## config.mk

```make
export PLATFORM = sky130hd
export DESIGN_NAME = preset_countdown_timer_relay
export DESIGN_NICKNAME = d
export VERILOG_FILES = /design/src/rtl/prcdt_pkg.sv /design/src/rtl/prcdt_button.sv /design/src/rtl/prcdt_core.sv /design/src/rtl/preset_countdown_timer_relay.sv
export SDC_FILE = /design/constraint.sdc
export NUM_CORES = 1
export LEC_CHECK = 0
export ABC_CLOCK_PERIOD_IN_PS = 5200
export BUFFER_PORTS_ARGS = -buffer_cell sky130_fd_sc_hd__buf_4
export CAP_MARGIN = 15
export CORE_ASPECT_RATIO = 0.6
export CORE_MARGIN = 3
export CORE_UTILIZATION = 55
export DETAILED_ROUTE_END_ITERATION = 7
export HOLD_SLACK_MARGIN = 0.05
export PLACE_DENSITY_LB_ADDON = 0.05
export SYNTH_ARGS = -nofsm -noshare
export SYNTH_HDL_FRONTEND = slang
export SYNTH_SLANG_ARGS = --single-unit
```

## constraint.sdc

```tcl
create_clock -name clk -period 5.2 [get_ports clk]
set_clock_uncertainty 0.05 [all_clocks]
set_input_delay 0.26 -clock clk [delete_from_list [all_inputs] [get_ports clk]]
set_output_delay 0.26 -clock clk [all_outputs]
set_load 0.01 [all_outputs]
```

## src/rtl/prcdt_pkg.sv

```systemverilog
// ----------------------------------------------------------------------------
// prcdt_pkg
// shared types, constants and digit helpers of the preset countdown timer
// ----------------------------------------------------------------------------
`default_nettype none

package prcdt_pkg;

    localparam int unsigned TIME_W    = 6;
    localparam int unsigned CNT_W     = 8;
    localparam int unsigned SEG_W     = 7;
    localparam int unsigned DIGIT_W   = 4;
    localparam int unsigned CFG_IDX_W = 1;

    localparam logic [TIME_W-1:0] TIME_MAX        = 6'd59;
    localparam logic [TIME_W-1:0] MINUTE_RESET    = 6'd1;
    localparam logic [TIME_W-1:0] SECOND_RESET    = 6'd0;
    localparam logic [CNT_W-1:0]  DEBOUNCE_RESET  = 8'd10;
    localparam logic [CNT_W-1:0]  TICK_LIM_RESET  = 8'd122;

    typedef enum logic [CFG_IDX_W-1:0] {
        CFG_DEBOUNCE   = 1'b0,
        CFG_TICK_LIMIT = 1'b1
    } cfg_index_t;

    typedef struct packed {
        logic overflow_tick;
        logic down_level;
        logic up_level;
        logic ok_level;
    } item_t;

    typedef struct packed {
        logic [SEG_W-1:0]  seg_second_ones;
        logic [SEG_W-1:0]  seg_second_tens;
        logic [SEG_W-1:0]  seg_minute_ones;
        logic [SEG_W-1:0]  seg_minute_tens;
        logic              save_preset;
        logic              relay_on;
        logic [TIME_W-1:0] seconds_now;
        logic [TIME_W-1:0] minutes_now;
    } result_t;

    localparam logic [SEG_W-1:0] SEG_TABLE [10] = '{
        7'h40, 7'h79, 7'h24, 7'h30, 7'h19, 7'h12, 7'h02, 7'h78, 7'h00, 7'h10
    };

    // tens digit of a value below 60
    function automatic logic [DIGIT_W-1:0] tens_of(input logic [TIME_W-1:0] v);
        logic [DIGIT_W-1:0] t;
        if (v >= 6'd50)
            t = 4'd5;
        else if (v >= 6'd40)
            t = 4'd4;
        else if (v >= 6'd30)
            t = 4'd3;
        else if (v >= 6'd20)
            t = 4'd2;
        else if (v >= 6'd10)
            t = 4'd1;
        else
            t = 4'd0;
        return t;
    endfunction

    function automatic logic [DIGIT_W-1:0] ones_of(input logic [TIME_W-1:0] v);
        logic [TIME_W-1:0] r;
        r = v - TIME_W'({2'b00, tens_of(v)} * 6'd10);
        return r[DIGIT_W-1:0];
    endfunction

    function automatic logic [SEG_W-1:0] seg_of(input logic [DIGIT_W-1:0] d);
        logic [SEG_W-1:0] s;
        if (d > 4'd9)
            s = SEG_TABLE[0];
        else
            s = SEG_TABLE[d];
        return s;
    endfunction

endpackage

`default_nettype wire

```

## src/rtl/prcdt_button.sv

```systemverilog
// ----------------------------------------------------------------------------
// prcdt_button
// press counter of one active-low button with auto-repeat on hold
// ----------------------------------------------------------------------------
`default_nettype none

module prcdt_button (
    input  wire logic                          clk,
    input  wire logic                          rst_n,
    input  wire logic                          sample,
    input  wire logic                          level,
    input  wire logic [prcdt_pkg::CNT_W-1:0]   threshold,
    output logic                               press
);

    logic [prcdt_pkg::CNT_W-1:0] count_reg;
    logic [prcdt_pkg::CNT_W-1:0] count_next;
    logic                        below;

    assign below = count_reg < threshold;
    assign press = sample && !level && !below;

    always_comb
    begin
        count_next = count_reg;
        if (sample && !level)
        begin
            if (below)
                count_next = count_reg + 8'd1;
            else
                count_next = '0;
        end
    end

    always_ff @(posedge clk or negedge rst_n)
    begin
        if (!rst_n)
            count_reg <= '0;
        else
            count_reg <= count_next;
    end

endmodule

`default_nettype wire

```

## src/rtl/prcdt_core.sv

```systemverilog
// ----------------------------------------------------------------------------
// prcdt_core
// time, preset and run state with the per-item update and display encoding
// ----------------------------------------------------------------------------
`default_nettype none

module prcdt_core (
    input  wire logic                          clk,
    input  wire logic                          rst_n,
    input  wire logic                          step,
    input  wire prcdt_pkg::item_t              item,
    input  wire logic [prcdt_pkg::CNT_W-1:0]   debounce_threshold,
    input  wire logic [prcdt_pkg::CNT_W-1:0]   ticks_per_second_limit,
    output prcdt_pkg::result_t                 result
);

    logic [prcdt_pkg::TIME_W-1:0] minute_reg, minute_next;
    logic [prcdt_pkg::TIME_W-1:0] second_reg, second_next;
    logic [prcdt_pkg::TIME_W-1:0] preset_min_reg, preset_min_next;
    logic [prcdt_pkg::TIME_W-1:0] preset_sec_reg, preset_sec_next;
    logic                         running_reg, running_next;
    logic [prcdt_pkg::CNT_W-1:0]  tick_reg, tick_next;
    logic [prcdt_pkg::TIME_W-1:0] m_up, s_up;
    logic                         sample;
    logic                         up_press, down_press, ok_press;
    logic                         save;

    assign sample = step && !running_reg;

    prcdt_button u_up (
        .clk       (clk),
        .rst_n     (rst_n),
        .sample    (sample),
        .level     (item.up_level),
        .threshold (debounce_threshold),
        .press     (up_press)
    );

    prcdt_button u_down (
        .clk       (clk),
        .rst_n     (rst_n),
        .sample    (sample),
        .level     (item.down_level),
        .threshold (debounce_threshold),
        .press     (down_press)
    );

    prcdt_button u_ok (
        .clk       (clk),
        .rst_n     (rst_n),
        .sample    (sample),
        .level     (item.ok_level),
        .threshold (debounce_threshold),
        .press     (ok_press)
    );

    always_comb
    begin
        m_up            = minute_reg;
        s_up            = second_reg;
        minute_next     = minute_reg;
        second_next     = second_reg;
        preset_min_next = preset_min_reg;
        preset_sec_next = preset_sec_reg;
        running_next    = running_reg;
        tick_next       = tick_reg;
        save            = 1'b0;

        if (!running_reg)
        begin
            // up first, then down on the stepped value
            if (up_press)
            begin
                if (second_reg < prcdt_pkg::TIME_MAX)
                    s_up = second_reg + 6'd1;
                else
                begin
                    s_up = '0;
                    m_up = (minute_reg < prcdt_pkg::TIME_MAX) ? minute_reg + 6'd1 : '0;
                end
            end
            minute_next = m_up;
            second_next = s_up;
            if (down_press)
            begin
                if (s_up > 6'd0)
                    second_next = s_up - 6'd1;
                else
                begin
                    second_next = prcdt_pkg::TIME_MAX;
                    minute_next = (m_up > 6'd0) ? m_up - 6'd1 : prcdt_pkg::TIME_MAX;
                end
            end
            if (ok_press)
            begin
                preset_min_next = minute_next;
                preset_sec_next = second_next;
                running_next    = 1'b1;
            end
        end
        else if (item.overflow_tick)
        begin
            if (tick_reg < ticks_per_second_limit)
                tick_next = tick_reg + 8'd1;
            else
            begin
                tick_next = '0;
                if (second_reg > 6'd0)
                    second_next = second_reg - 6'd1;
                else if (minute_reg > 6'd0)
                begin
                    minute_next = minute_reg - 6'd1;
                    second_next = prcdt_pkg::TIME_MAX;
                end
                else
                begin
                    running_next = 1'b0;
                    minute_next  = preset_min_reg;
                    second_next  = preset_sec_reg;
                    save         = 1'b1;
                end
            end
        end
    end

    always_comb
    begin
        result.minutes_now     = minute_next;
        result.seconds_now     = second_next;
        result.relay_on        = running_next;
        result.save_preset     = save;
        result.seg_minute_tens = prcdt_pkg::seg_of(prcdt_pkg::tens_of(minute_next));
        result.seg_minute_ones = prcdt_pkg::seg_of(prcdt_pkg::ones_of(minute_next));
        result.seg_second_tens = prcdt_pkg::seg_of(prcdt_pkg::tens_of(second_next));
        result.seg_second_ones = prcdt_pkg::seg_of(prcdt_pkg::ones_of(second_next));
    end

    always_ff @(posedge clk or negedge rst_n)
    begin
        if (!rst_n)
        begin
            minute_reg     <= prcdt_pkg::MINUTE_RESET;
            second_reg     <= prcdt_pkg::SECOND_RESET;
            preset_min_reg <= '0;
            preset_sec_reg <= '0;
            running_reg    <= 1'b0;
            tick_reg       <= '0;
        end
        else if (step)
        begin
            minute_reg     <= minute_next;
            second_reg     <= second_next;
            preset_min_reg <= preset_min_next;
            preset_sec_reg <= preset_sec_next;
            running_reg    <= running_next;
            tick_reg       <= tick_next;
        end
    end

endmodule

`default_nettype wire

```

## src/rtl/preset_countdown_timer_relay.sv

```systemverilog
// ----------------------------------------------------------------------------
// preset_countdown_timer_relay
// mm:ss countdown timer with debounced buttons, relay drive and display
//
// channel   dir  handshake                       payload
// s_axis    in   s_axis_tvalid / s_axis_tready   s_axis_tdata[7:0]
// m_axis    out  m_axis_tvalid / m_axis_tready   m_axis_tdata[47:0]
// cfg       in   cfg_wen                         cfg_index, cfg_wdata
//
// one word per cycle sustained while m_axis_tready is high; a word is held in the input register,
// then the state update and segment encode load the result register
// result valid rises as the result register loads from the input register
// reset gives 01:00, stopped, relay off, counters clear, registers 10 and 122
// a stalled result register holds the input register; tready then drops
// ----------------------------------------------------------------------------
`default_nettype none

module preset_countdown_timer_relay (
    input  wire logic        clk,
    input  wire logic        rst_n,
    input  wire logic        s_axis_tvalid,
    output logic             s_axis_tready,
    // ok_level, up_level, down_level, overflow_tick, zero pad
    input  wire logic [7:0]  s_axis_tdata,
    output logic             m_axis_tvalid,
    input  wire logic        m_axis_tready,
    // minutes_now[5:0], seconds_now[11:6], relay_on[12], save_preset[13],
    // seg_minute_tens[20:14], seg_minute_ones[27:21], seg_second_tens[34:28],
    // seg_second_ones[41:35], zero pad
    output logic [47:0]      m_axis_tdata,
    input  wire logic        cfg_wen,
    input  wire logic [prcdt_pkg::CFG_IDX_W-1:0] cfg_index,
    input  wire logic [7:0]  cfg_wdata
);

    logic                        in_valid_reg;
    prcdt_pkg::item_t            in_item_reg;
    logic                        out_valid_reg;
    prcdt_pkg::result_t          out_data_reg;
    logic [prcdt_pkg::CNT_W-1:0] debounce_reg;
    logic [prcdt_pkg::CNT_W-1:0] tick_limit_reg;
    logic                        advance;
    prcdt_pkg::result_t          result;

    assign advance       = in_valid_reg && (!out_valid_reg || m_axis_tready);
    assign s_axis_tready = !in_valid_reg || advance;
    assign m_axis_tvalid = out_valid_reg;

    assign m_axis_tdata = {6'b000000,
                           out_data_reg.seg_second_ones,
                           out_data_reg.seg_second_tens,
                           out_data_reg.seg_minute_ones,
                           out_data_reg.seg_minute_tens,
                           out_data_reg.save_preset,
                           out_data_reg.relay_on,
                           out_data_reg.seconds_now,
                           out_data_reg.minutes_now};

    always_ff @(posedge clk or negedge rst_n)
    begin
        if (!rst_n)
        begin
            debounce_reg   <= prcdt_pkg::DEBOUNCE_RESET;
            tick_limit_reg <= prcdt_pkg::TICK_LIM_RESET;
        end
        else if (cfg_wen)
        begin
            unique case (prcdt_pkg::cfg_index_t'(cfg_index))
                prcdt_pkg::CFG_DEBOUNCE:   debounce_reg   <= cfg_wdata;
                prcdt_pkg::CFG_TICK_LIMIT: tick_limit_reg <= cfg_wdata;
            endcase
        end
    end

    always_ff @(posedge clk or negedge rst_n)
    begin
        if (!rst_n)
            in_valid_reg <= 1'b0;
        else if (s_axis_tready)
            in_valid_reg <= s_axis_tvalid;
    end

    always_ff @(posedge clk)
    begin
        if (s_axis_tready && s_axis_tvalid)
            in_item_reg <= prcdt_pkg::item_t'({s_axis_tdata[3], s_axis_tdata[2],
                                               s_axis_tdata[1], s_axis_tdata[0]});
    end

    prcdt_core u_core (
        .clk                    (clk),
        .rst_n                  (rst_n),
        .step                   (advance),
        .item                   (in_item_reg),
        .debounce_threshold     (debounce_reg),
        .ticks_per_second_limit (tick_limit_reg),
        .result                 (result)
    );

    always_ff @(posedge clk or negedge rst_n)
    begin
        if (!rst_n)
            out_valid_reg <= 1'b0;
        else if (advance)
            out_valid_reg <= 1'b1;
        else if (m_axis_tready)
            out_valid_reg <= 1'b0;
    end

    always_ff @(posedge clk)
    begin
        if (advance)
            out_data_reg <= result;
    end

`ifndef SYNTH
    a_stall_only_on_backpressure: assert property (
        @(posedge clk) disable iff (!rst_n)
        !s_axis_tready |-> (m_axis_tvalid && !m_axis_tready)
    ) else $error("input stalled without output backpressure");

    a_save_releases_relay: assert property (
        @(posedge clk) disable iff (!rst_n)
        (m_axis_tvalid && m_axis_tdata[13]) |-> !m_axis_tdata[12]
    ) else $error("save pulse while relay on");

    a_time_in_range: assert property (
        @(posedge clk) disable iff (!rst_n)
        m_axis_tvalid |-> (m_axis_tdata[5:0] <= 6'd59 && m_axis_tdata[11:6] <= 6'd59)
    ) else $error("time field out of range");
`endif

endmodule

`default_nettype wire
```

==> key figures, run 1 <==
Pwr
  • Peak supply drop: 0.000538 V
  • Pwr per Cell Area: between 600 and 700 nW/µm²
  • Leakage: 0.00458 µW

Clock network
  • CTS root buf: clkbuf_16
  • Clk_lat worst skew: about 0.4 ns
  • Max Root-Sink Buffers: 2
  • CTS tree: yes
  • CTS H-Tree Depth: 4
  • Cts bufs inserted: 17
  • Clock Sinks: about 120
  • Clk pin slew, worst setup/hold paths: roughly 0.06 ns

Run status
  • Status: complete, but fails checks
  • Violated checks: negative setup slack

Critical path
  • CP Launch Type: register
  • Worst R2R Start: u_core.u_up.count_reg[6]
  • CP endpoint: m_axis_tdata[27]
  • Crit path buffers/inverters: 2
  • CP arrival: around 5.4 ns
  • CP max-delay cell: or3_1
  • Crit Reg-Reg Endpoint: m_axis_tdata[27]
  • Reg2Reg Setup Slack: -0.07 ns
  • Top Family by Delay on Critical Path: compound AO/OA/AOI/OAI gates
  • Worst stage delay on the critical path: 0.42 ns
  • Max FO, Critical Path: 5
  • CP startpoint: u_core.u_up.count_reg[6]
  • Critical path required time: ~5.3 ns
  • Cell count along the critical path: 22
  • Worst reg2reg path depth: 22
  • CP endpoint kind: register
  • Critical path type: register to register
  • Critical path cell sequence: ha_1 -> and4_4 -> o21ai_4 -> o221ai_4 -> nand2_2 -> buf_4 -> a21oi_2 -> ha_2 -> nand2_2 -> nor3_2 -> o211ai_1 -> or3_1 -> a221o_1 -> mux2i_4 -> mux2i_1 -> mux2_4 -> ha_4 -> fa_2 -> nand3_2 -> a211oi_2 -> buf_4 -> o31a_1

Floorplan
  • Die width: 160 µm
  • Initial Util: between 50% and 60%
  • IO Pins: between 70 and 80
  • Die height: 98.6 µm
  • Floorplan row count: 33
  • Die footprint: ~16000 µm²
  • Core outline area: approximately 14000 µm²

Route
  • DR pass1 iterations: 5
  • DR iter-0 viols: between 800 and 900
  • Vias: just over 7000
  • Highest Signal Layer: met4
  • Vias/cell: around 6
  • DR WL/cell: 17.9 µm
  • ANT nets after route: 0
  • Met3 routed WL: around 1800 µm
  • Post-route DRC: 0
  • WL final: roughly 22000 µm
  • Met2 WL: roughly 9500 µm
  • DRT met1 WL: around 10000 µm

Yosys
  • Number of synthesized flops with an enable pin: 46
  • Yosys cell types: approximately 80
  • Syn Inst Count: roughly 850
  • Post-Synthesis Cell Area: 7860 µm²
  • Synthesis Warnings: 0
  • Sequential share of the synthesized area: between 40 and 50%
  • FFs w/ async S/R, synth: around three fifths
  • Top FF cell, synth: dfrtp_1
  • Synth top area cells: dfrtp_1 (21%), edfxtp_1 (18%), ha_1 (9.9%)
  • Area leader, netlist: dfrtp_1
  • Synth top area share: a little over a fifth
  • Post-synthesis register bit count: 121
  • Mapped Avg Cell Area: just over 9 µm²

GRT
  • Initial antenna violation count: 0
  • Largest net degree at the start of global routing: 76
  • All-Layer GR Usage: a little over a quarter
  • Vias in the first global route: between 6000 and 7000
  • First-pass GRT wire length: 35100 µm
  • Total gr overflow: 0

Timing
  • Hold Fails Final Rpt: 0
  • Fin Hold WS: between 0.05 and 0.06 ns
  • Final Critical Period: 5.27 ns
  • Final Slew Violations: 0
  • Fin crit share: 101%
  • Worst setup margin: -0.0675 ns
  • RSZ-0062 raised after global routing: true
  • Worst rel slew slack: about 33%
  • Slew @ Worst Pin: roughly 1.0 ns
  • Maximum clock rate: ~190 MHz
  • Final setup vio count: 4

Final layout
  • Fill cells: just under 1000
  • # diodes: 0
  • Fin area: roughly 10000 µm²
  • Synthesis-to-layout area growth: 30.3%
  • Max reg flops: 42
  • Net count, final: 1101
  • Commonest non-fill, non-tap cell in the layout: buf_4
  • Most flops, register: m_axis_tdata
  • Most frequent cells in the layout: buf_4 (174), nand2_1 (99), o21ai_0 (82)
  • Layout cells sized above 1: approximately 30%

Placed design
  • Dpl hpwl: about 15000 µm
  • Area post-placement: slightly above 9000 µm²
  • Placer Congestion: 0.971
  • I/O Buffers: roughly 60

Min path
  • Worst min-delay path class: primary input to register

Flow run
  • Max-Cap Viols: 0
-- logic make-up after synthesis --
logic type | Yosys count | share of synthesized area [%]
buffers and inverters | 98 | 5.32
other | 1 | 0.0477
and+or+nand+nor | 298 | 18.5
muxes | 26 | 3.77
AOI/OAI and AO/OA | 236 | 19.5
xor gates and xnor gates | 7 | 0.780
DFF | 121 | 41.6
adders and majority gates | 65 | 10.5
-- how the worst min path moves through the flow --
| stage | startpoint | endpoint | slack [ns] | cells after the start |
|---|---|---|---|---|
| after floorplan | rst_n | debounce_reg[0] | -0.09 | 0 |
| after global placement | s_axis_tdata[0] | in_item_reg[0] | 0.39 | 1 |
| after detailed placement | s_axis_tdata[0] | in_item_reg[0] | 0.39 | 1 |
| after CTS | cfg_wdata[2] | debounce_reg[2] | 0.05 | 3 |
| after global routing | cfg_wdata[4] | tick_limit_reg[4] | 0.07 | 2 |
| final | cfg_wdata[4] | debounce_reg[4] | 0.06 | 3 |
-- through the flow --
stage	util, %	cells	TNS (ns)	setup WS [ns]	power (µW)
final	74.0	1220	-0.113	-0.0675	6300
after detailed placement	65.6	1153	-0.778	-0.131	4640
after floorplan	-	857	-0.0592	-0.0592	3550
after global placement	65.6	1153	-0.00114	-0.00114	4500
after global routing	74.0	1220	-1.68	-0.260	6750
after CTS	72.1	1209	0	0.00168	6040
-- worst min-delay path, delay by kind of cell --
kind                   cells  cell delay (ns)
AOI/OAI and AO/OA          1             0.07
buffers and inverters      1             0.10
and+or+nand+nor            1             0.05
-- cell type report --
cell class	count	area, µm²	share of cell area, %
clock buffers	22	485	4.74
clock inverters	10	138	1.34
inverters	50	188	1.83
multi-input cells	638	4480	43.7
flip-flops and latches	121	3270	31.9
well taps	192	240	2.35
repair buffers	187	1440	14.1
-- synth_stat cells (4+ instances only) --
cell and n:
a211oi_1 6, a21o_1 6, a21oi_1 41, a31oi_1 13
and2_1 4, and3_1 15, buf_4 7, clkbuf_1 34
dfrtp_1 67, dfstp_2 8, edfxtp_1 46, ha_1 62
inv_1 49, mux2_2 19, mux2i_1 6, nand2_1 102
nand2b_1 18, nand3_1 27, nand4_1 7, nor2_1 65
nor2b_1 7, nor3_1 18, nor4_1 5, o211ai_1 9
o21a_1 6, o21ai_0 85, o31a_1 5, o31ai_1 16
or2_2 5, or3_1 9, xor2_1 4
-- power breakdown --
part	leakage, µW	switching (µW)	internal (µW)	total (µW)
Clock	0.000306	437	808	1250
Combinational	0.00289	1860	1640	3500
Sequential	0.00139	174	1380	1550
Total	0.00458	2470	3830	6300
-- metal layers --
metal | track usage, % | up-vias
met5 | 0 | -
met4 | 5.87 | 0
met3 | 4.91 | 28
met2 | 41.0 | 298
met1 | 42.0 | 3511
li1 | - | 3403
-- repair_timing --
item,in CTS,in global routing
resized for setup,10,39
endpoints found under the setup margin,10,16
gates cloned,0,0
hold endpoints to repair,78,0
hold buffers,10,0
pin swaps,2,25
setup buffers,14,11
(Power assumes the default switching activity.)
==> inputs of run 2 (changes only) <==
--- a/constraint.sdc
+++ b/constraint.sdc
@@ -4,2 +4,2 @@
 set_output_delay 0.26 -clock clk [all_outputs]
-set_load 0.01 [all_outputs]
+set_load 0.1 [all_outputs]
==> key figures, run 2 (synthesis gave the netlist of run 1 again) <==
Run status
  • Status: complete, but fails checks
  • Violated checks: negative setup slack

Final layout
  • Most frequent cells in the layout: buf_4 (173), nand2_1 (97), o21ai_0 (82)
  • Register Area: around 3300 µm²
  • Max reg flops: 42
  • Layout cells sized above 1: approximately 30%
  • Commonest non-fill, non-tap cell in the layout: buf_4
  • Synthesis-to-layout area growth: 30.9%
  • Fill cells: between 900 and 1000
  • Multi-input combinational cell area: 4480 µm²
  • Most flops, register: m_axis_tdata
  • Net count, final: about 1100
  • # diodes: 0

Floorplan
  • Die height: between 90 and 100 µm
  • Die width: roughly 160 µm
  • Floorplan row count: 33
  • Core outline area: 13800 µm²
  • Die footprint: 15800 µm²
  • Initial Util: 56.8%
  • IO Pins: 72

Min path
  • Worst min-delay path class: primary input to register
  • Hold_sp: cfg_wdata[4]
  • Hold Path Cell Cnt: 3
  • Hold path endpoint: debounce_reg[4]

Route
  • Post-route DRC: 0
  • DR pass1 iterations: 5
  • Vias/cell: between 5 and 6
  • DR iter-0 viols: about 740
  • WL final: between 20000 and 25000 µm
  • ANT nets after route: 0
  • Vias: a little over 7000
  • DR WL/cell: about 18 µm

GRT
  • Largest net degree at the start of global routing: 50
  • All-Layer GR Usage: between 20 and 30%
  • Initial antenna violation count: 0
  • Total gr overflow: 0
  • First-pass GRT wire length: around 35000 µm
  • Vias in the first global route: approximately 7000

Timing
  • Setup TNS: -0.156 ns
  • Slew @ Worst Pin: a little over 0.8 ns
  • Maximum clock rate: between 150 and 200 MHz
  • RSZ-0062 raised after global routing: true
  • Fin crit share: 101%
  • Fin Hold WS: around 0.066 ns
  • Final Slew Violations: 0
  • Worst setup margin: -0.0671 ns
  • Hold Fails Final Rpt: 0
  • Worst rel slew slack: roughly 44%
  • Final Critical Period: roughly 5.3 ns
  • Final setup vio count: 4

Critical path
  • Reg2Reg Setup Slack: -0.07 ns
  • Worst stage delay on the critical path: about 0.52 ns
  • Worst R2R Start: debounce_reg[1]
  • Max FO, Critical Path: 5
  • Top Family by Delay on Critical Path: compound AO/OA/AOI/OAI gates
  • CP Launch Type: register
  • CP endpoint kind: register
  • Crit path buffers/inverters: 3
  • Worst reg2reg path depth: 23
  • CP arrival: around 5.4 ns
  • CP max-delay cell: dfstp_2
  • Critical path type: register to register
  • Critical path cell sequence: inv_2 -> ha_2 -> a211o_1 -> a31oi_4 -> o221a_4 -> nor2_2 -> a31oi_2 -> ha_2 -> o21ai_0 -> and4bb_4 -> nand3_4 -> mux2i_2 -> o21ai_2 -> inv_1 -> nor3_2 -> mux2i_1 -> mux2_4 -> ha_4 -> fa_2 -> nand3_2 -> a211oi_2 -> buf_4 -> o31a_1
  • Crit Reg-Reg Endpoint: m_axis_tdata[27]
  • Most frequent CP cell: ha_2
  • Critical path required time: ~5.3 ns

Pwr
  • Pwr per Cell Area: roughly 700 nW/µm²
  • Net Sw Frac: about 47%
  • Clock share of power: 17.0%
  • Sequential power share: between 20% and 30%
  • Leakage: approximately 0.0046 µW
  • Internal power: roughly 3800 µW
  • Sw power: between 3000 and 4000 µW
  • Combinational share of power: between 60% and 70%
  • Pwr Total: 7220 µW
  • Peak supply drop: between 0.0005 and 0.0006 V

Clock network
  • Clock Sinks: about 120
  • Max Root-Sink Buffers: 2
  • Clk pin slew, worst setup/hold paths: 0.06 ns
  • Clk_lat worst skew: 0.41 ns
  • Cts bufs inserted: 17
  • CTS H-Tree Depth: 4
  • CTS tree: yes
  • CTS root buf: clkbuf_16

Placed design
  • Dpl hpwl: about 16000 µm
  • Placer Congestion: about 0.96
  • Worst slack, placed: -0.247 ns
  • I/O Buffers: approximately 60

Flow run
  • Max-Cap Viols: 0
run 2: worst max path at each step:
stage,from,end,slack [ns],cells after the start
after floorplan,debounce_reg[3],m_axis_tdata[27],-0.06,23
after global placement,debounce_reg[3],m_axis_tdata[25],-0.15,22
after detailed placement,debounce_reg[3],m_axis_tdata[25],-0.25,22
after CTS,u_core.u_up.count_reg[5],m_axis_tdata[27],-0.02,22
after global routing,debounce_reg[1],m_axis_tdata[27],-0.30,23
final,debounce_reg[1],m_axis_tdata[27],-0.07,23
run 2: layout make-up:
class / count / share of cell area (%)
multi-input cells: 638 / 43.6
flip-flops and latches: 121 / 31.8
repair buffers: 191 / 14.4
clock buffers: 22 / 5.03
well taps: 192 / 2.33
inverters: 50 / 1.82
clock inverters: 10 / 0.997
run 2: stage by stage:
| stage | util (%) | cell area, µm² | std cells |
|---|---|---|---|
| 3_3_place_gp | 66.1 | 9140 | 1160 |
| 5_1_grt | 74.4 | 10300 | 1224 |
| 2_1_floorplan | - | 7960 | 857 |
| 6_report | 74.4 | 10300 | 1224 |
| 4_1_cts | 72.8 | 10100 | 1215 |
| 3_5_place_dp | 66.1 | 9140 | 1160 |
run 2: power groups by stage:
stage               combinational, µW  sequential (µW)  clock, µW
detailed placement               4000             1560          0
CTS                              4160             1550       1240
global placement                 3860             1550          0
global route                     4810             1580       1290
floorplan                        2000             2430          0
finish                           4440             1550       1230
run 2: metal layers:
metal | GRT usage, % | vias up | wire length (µm)
met5 | 0 | - | 0
met2 | 40.8 | 306 | 9470
met3 | 6.30 | 23 | 1990
met1 | 41.7 | 3442 | 10300
li1 | - | 3412 | -
met4 | 6.53 | 0 | 178
run 2: worst register-to-register path, delay by kind of cell (launching register included):
kind	cells	cell delay (ns)
adders and majority gates	4	0.94
and+or+nand+nor	5	0.87
buffers and inverters	3	0.31
DFF	1	0.52
muxes	3	0.60
AOI/OAI and AO/OA	8	1.75
run 2: timing repair:
action	in CTS	in global routing
endpoints found under the hold margin	45	0
buffers inserted	10	9
hold buffers	13	0
gates resized for setup	20	37
pin swaps	15	28
endpoints found under the setup margin	14	18
